--- src/hdl/u8at_pkg.sv ---
package u8at_pkg;

    localparam int QDEPTH = 4;
    localparam int QAW    = $clog2(QDEPTH);

    localparam logic [7:0] CH_QMARK = 8'h3F;
    localparam logic [7:0] CH_SPACE = 8'h20;
    localparam logic [7:0] CH_CR    = 8'h0D;
    localparam logic [7:0] CH_LF    = 8'h0A;
    localparam logic [7:0] CH_TAB   = 8'h09;
    localparam logic [7:0] CH_APOS  = 8'h27;
    localparam logic [7:0] CH_QUOTE = 8'h22;
    localparam logic [7:0] CH_DASH  = 8'h2D;
    localparam logic [7:0] CH_DOT   = 8'h2E;
    localparam logic [7:0] CH_LPAR  = 8'h28;
    localparam logic [7:0] CH_RPAR  = 8'h29;
    localparam logic [7:0] CH_T     = 8'h54;
    localparam logic [7:0] CH_M     = 8'h4D;
    localparam logic [7:0] CH_C     = 8'h43;
    localparam logic [7:0] CH_R     = 8'h52;

    localparam logic [7:0] MASK_E0 = 8'hE0;
    localparam logic [7:0] MASK_F0 = 8'hF0;
    localparam logic [7:0] MASK_F8 = 8'hF8;
    localparam logic [7:0] LEAD2   = 8'hC0;
    localparam logic [7:0] LEAD3   = 8'hE0;
    localparam logic [7:0] LEAD4   = 8'hF0;

    localparam logic [20:0] CP_LSQUO  = 21'h2018;
    localparam logic [20:0] CP_RSQUO  = 21'h2019;
    localparam logic [20:0] CP_SBQUO  = 21'h201A;
    localparam logic [20:0] CP_PRIME  = 21'h2032;
    localparam logic [20:0] CP_LDQUO  = 21'h201C;
    localparam logic [20:0] CP_RDQUO  = 21'h201D;
    localparam logic [20:0] CP_BDQUO  = 21'h201E;
    localparam logic [20:0] CP_DPRIME = 21'h2033;
    localparam logic [20:0] CP_NDASH  = 21'h2013;
    localparam logic [20:0] CP_MDASH  = 21'h2014;
    localparam logic [20:0] CP_MINUS  = 21'h2212;
    localparam logic [20:0] CP_HELLIP = 21'h2026;
    localparam logic [20:0] CP_TRADE  = 21'h2122;
    localparam logic [20:0] CP_COPY   = 21'h00A9;
    localparam logic [20:0] CP_REG    = 21'h00AE;
    localparam logic [20:0] CP_NBSP   = 21'h00A0;
    localparam logic [20:0] CP_FIGSP  = 21'h2007;
    localparam logic [20:0] CP_THINSP = 21'h2009;
    localparam logic [20:0] CP_HAIRSP = 21'h200A;
    localparam logic [20:0] CP_ZWSP   = 21'h200B;
    localparam logic [20:0] CP_ASCMAX = 21'h00007E;
    localparam logic [20:0] CP_CR     = 21'h00000D;

    typedef struct packed {
        logic [3:0][7:0] bytes;
        logic [2:0]      n;
    } ent_t;

    typedef struct packed {
        logic empty;
        logic full;
    } q_stat_t;

    function automatic ent_t ent_add(ent_t e, logic [7:0] v);
        ent_t r;
        r = e;
        if (r.n < 3'd4)
        begin
            r.bytes[r.n[1:0]] = v;
            r.n = r.n + 3'd1;
        end
        return r;
    endfunction

endpackage

--- src/hdl/u8at_front.sv ---
module u8at_front
    import u8at_pkg::*;
(
    input  logic       clk,
    input  logic       rst_n,
    input  logic       accept,
    input  logic [7:0] in_byte,
    input  logic       end_of_text,
    output ent_t       ent,
    output logic       ent_valid
);

    logic [7:0]  held_bytes_reg [3];
    logic [1:0]  held_count_reg, held_count_next;
    logic [1:0]  bytes_needed_reg, bytes_needed_next;
    logic [20:0] code_accum_reg, code_accum_next;

    logic        hb_we;
    logic [1:0]  hb_wa;

    logic        s_has, s_open;
    logic [7:0]  s_byte;
    logic [1:0]  s_need;
    logic [20:0] s_acc;
    logic [20:0] cp;

    // classification of the byte as a fresh start
    always_comb
    begin
        s_has  = 1'b0;
        s_byte = CH_QMARK;
        s_open = 1'b0;
        s_need = 2'd0;
        s_acc  = '0;
        if (!in_byte[7])
        begin
            if (in_byte != CH_CR)
            begin
                s_has  = 1'b1;
                s_byte = (in_byte >= CH_SPACE || in_byte == CH_LF || in_byte == CH_TAB)
                         ? in_byte : CH_SPACE;
            end
        end
        else if ((in_byte & MASK_E0) == LEAD2)
        begin
            s_open = 1'b1;
            s_need = 2'd1;
            s_acc  = {16'b0, in_byte[4:0]};
        end
        else if ((in_byte & MASK_F0) == LEAD3)
        begin
            s_open = 1'b1;
            s_need = 2'd2;
            s_acc  = {17'b0, in_byte[3:0]};
        end
        else if ((in_byte & MASK_F8) == LEAD4)
        begin
            s_open = 1'b1;
            s_need = 2'd3;
            s_acc  = {18'b0, in_byte[2:0]};
        end
        else
        begin
            s_has = 1'b1;
        end
        if (s_open && end_of_text)
        begin
            s_open = 1'b0;
            s_has  = 1'b1;
            s_byte = CH_QMARK;
        end
    end

    assign cp = {code_accum_reg[14:0], in_byte[5:0]};

    always_comb
    begin
        logic apply_start;
        apply_start       = 1'b0;
        ent               = '0;
        held_count_next   = held_count_reg;
        bytes_needed_next = bytes_needed_reg;
        code_accum_next   = code_accum_reg;
        hb_we             = 1'b0;
        hb_wa             = held_count_reg;

        if (bytes_needed_reg == 2'd0)
        begin
            apply_start = 1'b1;
        end
        else if (end_of_text && bytes_needed_reg > 2'd1)
        begin
            ent               = ent_add(ent, CH_QMARK);
            held_count_next   = 2'd0;
            bytes_needed_next = 2'd0;
            code_accum_next   = '0;
        end
        else if (in_byte[7:6] != 2'b10)
        begin
            for (int k = 0; k < 3; k++)
            begin
                if (2'(k) < held_count_reg)
                begin
                    ent = ent_add(ent, CH_QMARK);
                end
            end
            held_count_next   = 2'd0;
            bytes_needed_next = 2'd0;
            code_accum_next   = '0;
            apply_start       = 1'b1;
        end
        else
        begin
            code_accum_next   = cp;
            bytes_needed_next = bytes_needed_reg - 2'd1;
            if (bytes_needed_reg == 2'd1)
            begin
                case (cp)
                    CP_LSQUO, CP_RSQUO, CP_SBQUO, CP_PRIME:
                        ent = ent_add(ent, CH_APOS);
                    CP_LDQUO, CP_RDQUO, CP_BDQUO, CP_DPRIME:
                        ent = ent_add(ent, CH_QUOTE);
                    CP_NDASH, CP_MDASH, CP_MINUS:
                        ent = ent_add(ent, CH_DASH);
                    CP_HELLIP:
                    begin
                        ent = ent_add(ent, CH_DOT);
                        ent = ent_add(ent, CH_DOT);
                        ent = ent_add(ent, CH_DOT);
                    end
                    CP_TRADE:
                    begin
                        ent = ent_add(ent, CH_LPAR);
                        ent = ent_add(ent, CH_T);
                        ent = ent_add(ent, CH_M);
                        ent = ent_add(ent, CH_RPAR);
                    end
                    CP_COPY:
                    begin
                        ent = ent_add(ent, CH_LPAR);
                        ent = ent_add(ent, CH_C);
                        ent = ent_add(ent, CH_RPAR);
                    end
                    CP_REG:
                    begin
                        ent = ent_add(ent, CH_LPAR);
                        ent = ent_add(ent, CH_R);
                        ent = ent_add(ent, CH_RPAR);
                    end
                    CP_NBSP, CP_FIGSP, CP_THINSP, CP_HAIRSP, CP_ZWSP:
                        ent = ent_add(ent, CH_SPACE);
                    default:
                    begin
                        if (cp <= CP_ASCMAX)
                        begin
                            if (cp != CP_CR)
                            begin
                                ent = ent_add(ent, cp[7:0]);
                            end
                        end
                        else
                        begin
                            for (int k = 0; k < 3; k++)
                            begin
                                if (2'(k) < held_count_reg)
                                begin
                                    ent = ent_add(ent, held_bytes_reg[k]);
                                end
                            end
                            ent = ent_add(ent, in_byte);
                        end
                    end
                endcase
                held_count_next   = 2'd0;
                bytes_needed_next = 2'd0;
                code_accum_next   = '0;
            end
            else if (held_count_reg < 2'd3)
            begin
                hb_we           = 1'b1;
                held_count_next = held_count_reg + 2'd1;
            end
            else
            begin
                held_count_next   = 2'd0;
                bytes_needed_next = 2'd0;
                code_accum_next   = '0;
            end
        end

        if (apply_start)
        begin
            if (s_has)
            begin
                ent = ent_add(ent, s_byte);
            end
            if (s_open)
            begin
                hb_we             = 1'b1;
                hb_wa             = 2'd0;
                held_count_next   = 2'd1;
                bytes_needed_next = s_need;
                code_accum_next   = s_acc;
            end
        end

        if (end_of_text)
        begin
            held_count_next   = 2'd0;
            bytes_needed_next = 2'd0;
            code_accum_next   = '0;
        end
    end

    assign ent_valid = accept && (ent.n != 3'd0);

    always_ff @(posedge clk or negedge rst_n)
    begin
        if (!rst_n)
        begin
            held_count_reg   <= 2'd0;
            bytes_needed_reg <= 2'd0;
            code_accum_reg   <= '0;
        end
        else if (accept)
        begin
            held_count_reg   <= held_count_next;
            bytes_needed_reg <= bytes_needed_next;
            code_accum_reg   <= code_accum_next;
        end
    end

    always_ff @(posedge clk)
    begin
        if (accept && hb_we)
        begin
            held_bytes_reg[hb_wa] <= in_byte;
        end
    end

endmodule

--- src/hdl/u8at_queue.sv ---
module u8at_queue
    import u8at_pkg::*;
(
    input  logic    clk,
    input  logic    rst_n,
    input  logic    wr,
    input  ent_t    wr_ent,
    input  logic    rd,
    output ent_t    head,
    output q_stat_t stat
);

    ent_t             mem_reg [QDEPTH];
    logic [QAW-1:0]   wp_reg, rp_reg;
    logic [QAW:0]     cnt_reg, cnt_next;
    logic             do_wr, do_rd;

    assign stat.empty = (cnt_reg == '0);
    assign stat.full  = (cnt_reg == (QAW+1)'(QDEPTH));
    assign do_wr      = wr && !stat.full;
    assign do_rd      = rd && !stat.empty;
    assign head       = mem_reg[rp_reg];

    always_comb
    begin
        cnt_next = cnt_reg;
        if (do_wr && !do_rd)
        begin
            cnt_next = cnt_reg + (QAW+1)'(1);
        end
        else if (do_rd && !do_wr)
        begin
            cnt_next = cnt_reg - (QAW+1)'(1);
        end
    end

    always_ff @(posedge clk or negedge rst_n)
    begin
        if (!rst_n)
        begin
            wp_reg  <= '0;
            rp_reg  <= '0;
            cnt_reg <= '0;
        end
        else
        begin
            cnt_reg <= cnt_next;
            if (do_wr)
            begin
                wp_reg <= wp_reg + QAW'(1);
            end
            if (do_rd)
            begin
                rp_reg <= rp_reg + QAW'(1);
            end
        end
    end

    always_ff @(posedge clk)
    begin
        if (do_wr)
        begin
            mem_reg[wp_reg] <= wr_ent;
        end
    end

endmodule

--- src/hdl/u8at_back.sv ---
module u8at_back
    import u8at_pkg::*;
(
    input  logic       clk,
    input  logic       rst_n,
    input  ent_t       head,
    input  q_stat_t    stat,
    input  logic       pop,
    output logic       q_rd,
    output logic [7:0] out_byte,
    output logic       run_last,
    output logic       empty
);

    logic [1:0] idx_reg, idx_next;
    logic       take;

    assign empty    = stat.empty;
    assign out_byte = head.bytes[idx_reg];
    assign run_last = ({1'b0, idx_reg} == (head.n - 3'd1));
    assign take     = pop && !stat.empty;
    assign q_rd     = take && run_last;

    always_comb
    begin
        idx_next = idx_reg;
        if (take)
        begin
            idx_next = run_last ? 2'd0 : idx_reg + 2'd1;
        end
    end

    always_ff @(posedge clk or negedge rst_n)
    begin
        if (!rst_n)
        begin
            idx_reg <= 2'd0;
        end
        else
        begin
            idx_reg <= idx_next;
        end
    end

endmodule

--- src/hdl/utf8_ascii_transliterator.sv ---
// Byte-stream UTF-8 to display ASCII cleaner. One byte is taken per cycle while full is low;
// its results (zero to four bytes, the last marked by run_last) go as one entry, if any, into a
// four-entry queue, and the result side hands out one byte per cycle from the oldest entry
// while pop is high. A byte that expands to several bytes holds the result side until all
// are handed out, so plain text sustains one input byte per cycle and expansions slow the
// input; the queue depth sets how far the input side runs ahead. A result first shows in
// the cycle after its byte is taken.
module utf8_ascii_transliterator
    import u8at_pkg::*;
(
    input  logic       clk,
    input  logic       rst_n,
    input  logic       push,
    output logic       full,
    input  logic [7:0] in_byte,
    input  logic       end_of_text,
    output logic       empty,
    input  logic       pop,
    output logic [7:0] out_byte,
    output logic       run_last
);

    ent_t    f_ent, q_head;
    logic    f_valid, q_rd, accept;
    q_stat_t q_stat;

    assign full   = q_stat.full;
    assign accept = push && !q_stat.full;

    u8at_front u_front (
        .clk        (clk),
        .rst_n      (rst_n),
        .accept     (accept),
        .in_byte    (in_byte),
        .end_of_text(end_of_text),
        .ent        (f_ent),
        .ent_valid  (f_valid)
    );

    u8at_queue u_queue (
        .clk   (clk),
        .rst_n (rst_n),
        .wr    (f_valid),
        .wr_ent(f_ent),
        .rd    (q_rd),
        .head  (q_head),
        .stat  (q_stat)
    );

    u8at_back u_back (
        .clk     (clk),
        .rst_n   (rst_n),
        .head    (q_head),
        .stat    (q_stat),
        .pop     (pop),
        .q_rd    (q_rd),
        .out_byte(out_byte),
        .run_last(run_last),
        .empty   (empty)
    );

endmodule

--- config.mk ---
export PLATFORM = sky130hd
export DESIGN_NAME = utf8_ascii_transliterator
export DESIGN_NICKNAME = d
export VERILOG_FILES = /design/src/hdl/u8at_pkg.sv /design/src/hdl/u8at_front.sv /design/src/hdl/u8at_queue.sv /design/src/hdl/u8at_back.sv /design/src/hdl/utf8_ascii_transliterator.sv
export SDC_FILE = /design/constraint.sdc
export NUM_CORES = 1
export LEC_CHECK = 0
export BUFFER_PORTS_ARGS = -buffer_cell sky130_fd_sc_hd__clkbuf_2
export CAP_MARGIN = 25
export CORE_MARGIN = 10
export CORE_UTILIZATION = 33
export CTS_CLUSTER_DIAMETER = 40
export DETAILED_ROUTE_END_ITERATION = 8
export PLACE_DENSITY = 0.51
export SLEW_MARGIN = 20
export SYNTH_ARGS = -nofsm -noshare
export SYNTH_HDL_FRONTEND = slang
export SYNTH_HIERARCHICAL = 1
export SYNTH_SLANG_ARGS = --single-unit
--- constraint.sdc ---
create_clock -name clk -period 6.9 [get_ports clk]
set_input_delay 0 -clock clk [delete_from_list [all_inputs] [get_ports clk]]
set_output_delay 0 -clock clk [all_outputs]
set_load 0.005 [all_outputs]
; Yosys cells after proc, flatten, opt, wreduce, memory -nomap -nowiden
; Memory sizes are Yosys's and may differ from the RTL's.
; Cells that the tools add are included.
[word_totals]
regBits = 34
ramBits = 164
input_bits = 13
output_inout_bits = 11
elab_cells = 391
memories = 2
[memory_table]
columns = memory, depth, word_bits, read_ports, rd_clocked_by_memory_dff, write_ports, line
row1 = u_queue.mem_reg, 4, 35, 1, 0, 1, u8at_queue.sv:13  ; ent_t mem_reg [QDEPTH];
row2 = u_front.held_bytes_reg, 3, 8, 3, 0, 1, u8at_front.sv:13  ; logic [7:0] held_bytes_reg [3];
[classes]
n_addsub = 23
order_cmp = 53
n_eq_ne = 31
mux = 201
bitwise_logic = 33
reduce_logical = 41
[op_table]
columns = op, count
row1 = 35-bit two-way mux, 75
row2 = 21-bit by 14-bit == test with 1-bit output (second input constant), 17
row3 = 35-bit case mux with 8 select lines, 1
row4 = 11-bit two-way mux, 22
row5 = 8-bit demux with 2-bit select, 15
row6 = 21-bit two-way mux, 11
row7 = 8-bit two-way mux, 19
row8 = 32-bit bitwise mux, 4
row9 = 20-bit inverter, 6
row10 = 21-bit by 8-bit == test with 1-bit output (second input constant), 3
row11 = 20-bit bitwise AND, 3
row12 = 5-bit by 20-bit bitwise AND with 20-bit output, 3
row13 = 3-bit by 1-bit adder with 3-bit output (second input constant), 16
row14 = 2-bit by 3-bit less-than comparator with 1-bit output (second input constant), 16
row15 = 16-bit inverter, 3
row16 = 24-bit bitwise OR, 2
row17 = 2-bit two-way mux, 23
row18 = 3-bit less-than comparator (second input constant), 15
row19 = 12-bit bitwise OR, 3
row20 = 3-bit by 12-bit bitwise OR with 12-bit output, 3
row21 = 16-bit bitwise AND, 2
row22 = 16-bit bitwise OR, 2
row23 = 2-bit by 1-bit greater-or-equal comparator with 1-bit output (second input constant), 15
row24 = 1-bit logical AND, 26
row25 = other kinds (37), 77

; Depth between registers and ports, before layout
[logic_depth]
ltp_word = 61
depth_mapped = 23
ltp_nobuf = 21

; By module
; The synthesis kept the hierarchy.
[modules_own_cells]
columns = mod, instances, cells_per_inst, area_each_um2, seq_area_each_um2
row1 = u8at_queue, 1, 219, 5535.3, 4379.2
row2 = u8at_front, 1, 462, 3911.3, 1196.1
row3 = u8at_back, 1, 29, 395.4, 50.0
row4 = utf8_ascii_transliterator, 1, 1, 13.8, 0.0

; Worst setup path after synthesis
; Ideal clock, no wire load.
[synth_timing]
path_kind = flip-flop to flip-flop
start = register u_front.bytes_needed_reg[1]
end = memory u_queue/mem_reg[0][0] (netlist name) (enable)
arrival_ns = 3.565
required_time_ns = 6.505
path_slack_ns = 2.939
stages_incl_launch_ff = 18
cell_sequence = dfrtp_1 inv_1 ha_1 buf_2 and3b_1 buf_2 nor2_2 o21ai_0 nor3b_1 a21oi_2 ha_1 nor2_1 nand3_1 nand2_1 a31oi_1 nor2b_1 buf_6 and2_1
[synth_via]
elab_chain_len = 14
elab_cells_between_ends = 20
classes_between = 1 x add/sub / 2 x order compare / 1 x eq/ne / 11 x mux / 5 x reduce/logical
[synth_lines]
columns = item, line
row1 = start: declaration, u8at_front.sv:15  ; logic [1:0] bytes_needed_reg, bytes_needed_next;
row2 = start signal: assignment, u8at_front.sv:228  ; bytes_needed_reg <= bytes_needed_next;
row3 = 2-bit by 1-bit == test with 1-bit output, u8at_front.sv:116  ; if (bytes_needed_reg == 2'd1)
row4 = 35-bit two-way mux, u8at_front.sv:116
row5 = 35-bit two-way mux, u8at_front.sv:98  ; else if (in_byte[7:6] != 2'b10)
row6 = 35-bit two-way mux, u8at_front.sv:91  ; else if (end_of_text && bytes_needed_reg > 2'd1)
row7 = 35-bit two-way mux, u8at_front.sv:87  ; if (bytes_needed_reg == 2'd0)
row8 = 3-bit by 1-bit adder with 3-bit output / 3-bit less-than comparator (equally long branches), "u8at_pkg.sv:68, u8at_pkg.sv:65"
row9 = 35-bit two-way mux, u8at_pkg.sv:65  ; if (r.n < 3'd4)
row10 = 35-bit two-way mux, u8at_front.sv:193  ; if (s_has)
row11 = 35-bit two-way mux (*), u8at_front.sv:191  ; if (apply_start)
row12 = 3-bit nonzero test (*), u8at_front.sv:215  ; assign ent_valid = accept && (ent.n != 3'd0);
row13 = 1-bit logical AND (*), u8at_front.sv:215
row14 = net f_valid, utf8_ascii_transliterator.sv:24  ; logic f_valid, q_rd, accept;
row15 = 1-bit logical AND (*), u8at_queue.sv:20  ; assign do_wr = wr && !stat.full;
row16 = net u_queue.do_wr, u8at_queue.sv:16  ; logic do_wr, do_rd;
row17 = 1-bit two-way mux (*), u8at_queue.sv:61  ; if (do_wr)
row18 = 1-bit two-way mux (implied by the code) (*), u8at_queue.sv:63  ; mem_reg[wp_reg] <= wr_ent;
row19 = end: declaration, u8at_queue.sv:13
; Mark *: on every way through the listed nets, which the timed path passes. The rest lies on a longest branch.

; Worst setup path in the final report
[layout_timing]
start = register u_front.code_accum_reg[9]
end = register u_queue.cnt_reg[2]
[layout_via]
elab_chain_len = 18
elab_cells_between_ends = 46
classes_between = 1 x add/sub / 2 x order compare / 21 x eq/ne / 11 x mux / 11 x reduce/logical
[layout_lines]
columns = item, line
row1 = start: declaration, u8at_front.sv:16  ; logic [20:0] code_accum_reg, code_accum_next;
row2 = start signal: assignment, u8at_front.sv:229  ; code_accum_reg <= code_accum_next;
row3 = branches (longest 3 deep; another with 21-bit by 7-bit <= comparator with 1-bit output), --
row4 = 35-bit case mux with 8 select lines (*), u8at_front.sv:118  ; case (cp)
row5 = 35-bit two-way mux (*), u8at_front.sv:116
row6 = 35-bit two-way mux (*), u8at_front.sv:98
row7 = 35-bit two-way mux (*), u8at_front.sv:91
row8 = 35-bit two-way mux (*), u8at_front.sv:87
row9 = 3-bit by 1-bit adder with 3-bit output / 3-bit less-than comparator (equally long branches), "u8at_pkg.sv:68, u8at_pkg.sv:65"
row10 = 35-bit two-way mux, u8at_pkg.sv:65
row11 = 35-bit two-way mux, u8at_front.sv:193
row12 = 35-bit two-way mux (*), u8at_front.sv:191
row13 = 3-bit nonzero test (*), u8at_front.sv:215
row14 = 1-bit logical AND (*), u8at_front.sv:215
row15 = net f_valid, utf8_ascii_transliterator.sv:24
row16 = 1-bit logical AND (*), u8at_queue.sv:20
row17 = 1-bit zero test, u8at_queue.sv:31  ; else if (do_rd && !do_wr)
row18 = 1-bit logical AND, u8at_queue.sv:31
row19 = 2-bit nonzero test (no source line), --
row20 = end signal: assignment, u8at_queue.sv:47  ; cnt_reg <= cnt_next;
row21 = end: declaration, u8at_queue.sv:15  ; logic [QAW:0] cnt_reg, cnt_next;
; Mark *: on every way through the listed nets, which the timed path passes.
; A chain may end at the register's enable or synchronous reset.

==> results.ini <==
[routing]
routed-via-count = 6383
drt-initial-drc-count = 543
first_pass_iters = 6
remaining_drc_errors = 0
routed_wire_length_per_instance_um = 22.7
detail-route-antenna-nets = 0
final_wirelength_um = 25500
vias_per_cell = 5.68

[grt]
grt_pass1_wl_um = 39400
grt_antenna_before_repair = 0
track_usage_pct = 14.1
grt_pass1_vias = 6473
grt_remaining_overflow = 0
grt_max_degree = 38

[sta]
rsz0062_at_grt = no
slew_violations = 0
fin_crit_sh_pct = 71.6
clock-skew-final_ns = 0.0113
hold_viol = 0
worst_slew_margin_rel_pct = 40.4
max_freq_mhz = 203
tightest_slew_ns = 0.894
setup_violations = 0
layout_min_cycle_time_ns = 4.94
totalNegativeSetupSlack_ns = 0

[setup_path]
r2r-end = u_queue/cnt_reg[2]
slowest_delay_ns = 0.70
peak_fanout_along_the_critical_path = 18
crit_slowest_cell = nor2_2
rr_startpoint = u_front/code_accum_reg[9]
worst_r2r_path_depth = 19
sort_of_element_at_the_start_of_the_critical_path = flop
setup.reg_to_reg.worst_slack_ns = 1.96
arrival_ns = 5.30
critical_path.endpoint_type = flop
timing.critical_path.required_ns = 7.26
worstSetupPathType = flop to flop
worstPathCellList = nor4_1, nand4_2, nor2_2, o211ai_1, a21oi_1, nor2_2, inv_1, ha_1, nor2_1, nand3_1, nand2_1, a31oi_1, nor2b_1, ha_1, inv_1, fa_1, xor2_1, nor2_1, xor2_1

[synthesis]
synth_top_flop_cell = edfxtp_1
synthesized_area_per_cell_um2 = 13.9
largest_family_of_logic_cells_by_synthesized_area = simple AND/OR/NAND/NOR gates
share_of_synthesized_flip_flops_with_an_asynchronous_set_or_reset_pct = 14.6
yosysWarningCount = 6
synth_compound_gate_area_share_pct = 11.1
syn-num-nets = 744
synthSimpleGateAreaFrac_pct = 12.8
xor_xnor_share_of_the_synthesized_area_pct = 1.07
synth_mux_area_share_pct = 11.6
seq_area_frac_synth_pct = 57.1
synthesis.area_um2 = 9860
synth.ff_latch_count = 192
post_synth_inst_count = 711
adder_cell_fraction_of_synth_area_pct = 2.62
count_of_flip_flops_with_a_built_in_enable_after_synthesis = 164
netlist-cell-type-count = 95

[clock_tree]
cts_made_buffers = 17
tritoncts = yes
clock_sinks = 192
insertion_delay_ns = 0.43
clockRootBuffer = clkbuf_16
cts.clk_slew.worst_paths_ns = 0.08
cts_resized = 0
max-clock-path-buffers = 2
htree_levels = 4

[layout]
area.growth.synth_to_final_pct = 10.6
final_design_area_no_fill_um2 = 10900
top_library_cells_by_usage_in_the_layout_fill_and_taps_aside = edfxtp_1 (164), nand2_1 (42), nor2_1 (38), mux4_2 (35)
max_ffs_per_register = 140
layout.filler_cells = 2815
fin_util_pct = 36.9
num_antenna_cells = 0
post_route_cells_drive_above_1_share_pct = 19.3
final_net_count = 754
fin_cells = 1124
mostFrequentLayoutCell = edfxtp_1

[place]
routabilityCongestion = 0.907
placedCellCount = 1087
dp_hpwl_um = 17400
place.port_buffers = 23
dpl-instance-area_um2 = 10300

[floorplanning]
floorplan.die.width_um = 193
die_h_um = 193
floorplan.initialDensity_pct = 33.3
rows = 63
core_um2 = 29600
design.die.area_um2 = 37200
io_pins = 24

[power]
leakagePower_nw = 3.76
worst_ir_drop_vdd_mv = 0.132
power.density_cell_area_nw_per_um2 = 349
p_total_mw = 3.81

[min_path]
min_to = u_front/held_bytes_reg[1][6]
worst_hold_path.num_cells = 1
hold_path.class = input pin to flop
launch_point_of_the_worst_hold_path = in_byte[6]

[status]
outcome = finished, final reports clean

[job]
maxCapViolations = 0

-- stage by stage --
stage | hold WS, ns | setup slack, ns
2_1_floorplan | -0.296 | 2.94
3_3_place_gp | 0.0990 | 2.22
3_5_place_dp | 0.109 | 2.07
4_1_cts | 0.0605 | 2.05
5_1_grt | 0.0618 | 1.56
6_report | 0.0511 | 1.96
-- critical path, delay by kind of cell (launching register included) --
| family | cells | cell delay [ns] |
|---|---|---|
| AND/OR/NAND/NOR | 9 | 2.42 |
| flip-flops | 1 | 0.42 |
| XOR/XNOR | 2 | 0.33 |
| buffers and inverters | 2 | 0.16 |
| adder cells (fa/ha/maj) | 3 | 0.86 |
| AO/OA/AOI/OAI | 3 | 0.67 |
-- final cells by class --
cell class | instances | area (um^2) | share of cell area (%)
timing repair buffer | 38 | 238 | 2.18
clock buffer | 18 | 429 | 3.94
clock inverter | 14 | 165 | 1.51
tap | 390 | 488 | 4.48
sequential | 192 | 5630 | 51.6
inverter | 23 | 86.3 | 0.792
multi-input combinational | 449 | 3870 | 35.5
-- synthesized netlist by cell type, types with 4 or more instances --
cell	number	area, um^2
edfxtp_1	164	4920
nand2_1	42	158
nor2_1	38	143
mux4_2	35	788
dfrtp_1	28	701
a21oi_1	27	135
o21ai_0	27	135
inv_1	23	86.3
nor3_1	21	105
ha_1	19	238
clkbuf_1	18	67.6
buf_2	17	85.1
a22o_1	16	140
nand3_1	15	75.1
a22oi_1	10	75.1
mux2i_1	10	100
o22ai_1	10	62.6
and2_1	9	56.3
mux4_1	8	210
nand2b_1	8	50.1
nor3b_1	8	60.1
a222oi_1	7	70.1
o221ai_1	6	52.6
xnor2_1	6	52.6
xor2_1	6	52.6
and3_1	5	31.3
nor2b_1	5	31.3
nor4_1	5	31.3
o211ai_1	5	37.5
or3_1	5	31.3
nand4_1	4	25.0
nor2_2	4	25.0
or4_1	4	30.0
-- power by group --
group	switching [mW]	total [mW]	internal, mW
Clock	0.490	0.979	0.489
Combinational	0.680	1.22	0.540
Sequential	0.108	1.61	1.50
Total	1.28	3.81	2.53
-- timing repair --
item,4_1_cts,5_1_grt
buffers inserted,0,0
hold endpoints to repair,32,0
setup endpoints to repair,0,0
hold buffers,5,0
-- worst max path at each step --
stage | start | to | slack, ns
2_1_floorplan | u_front/bytes_needed_reg[1] | u_queue/mem_reg[0][0] | 2.94
3_3_place_gp | u_front/code_accum_reg[9] | u_queue/cnt_reg[2] | 2.22
3_5_place_dp | u_front/code_accum_reg[9] | u_queue/cnt_reg[2] | 2.07
4_1_cts | u_front/code_accum_reg[9] | u_queue/cnt_reg[2] | 2.05
5_1_grt | u_front/code_accum_reg[9] | u_queue/cnt_reg[2] | 1.56
6_report | u_front/code_accum_reg[9] | u_queue/cnt_reg[2] | 1.96
-- metal layers --
| metal | vias to the layer above | global-route usage (%) | wire, um |
|---|---|---|---|
| met2 | 228 | 21.8 | 11900 |
| met5 | - | 0.412 | 0 |
| met4 | 0 | 4.38 | 540 |
| met3 | 41 | 2.87 | 1280 |
| li1 | 2844 | - | - |
| met1 | 3270 | 19.3 | 11800 |
-- cell families (layout without fill, tap and decap cells) --
group	after synthesis	in the layout
and+or+nand+nor	209	209
buffers and inverters	70	93
AOI/OAI and AO/OA	151	151
muxes	57	57
adders and majority gates	20	20
DFF	192	192
xor gates and xnor gates	12	12
(Power assumes the default switching activity.)
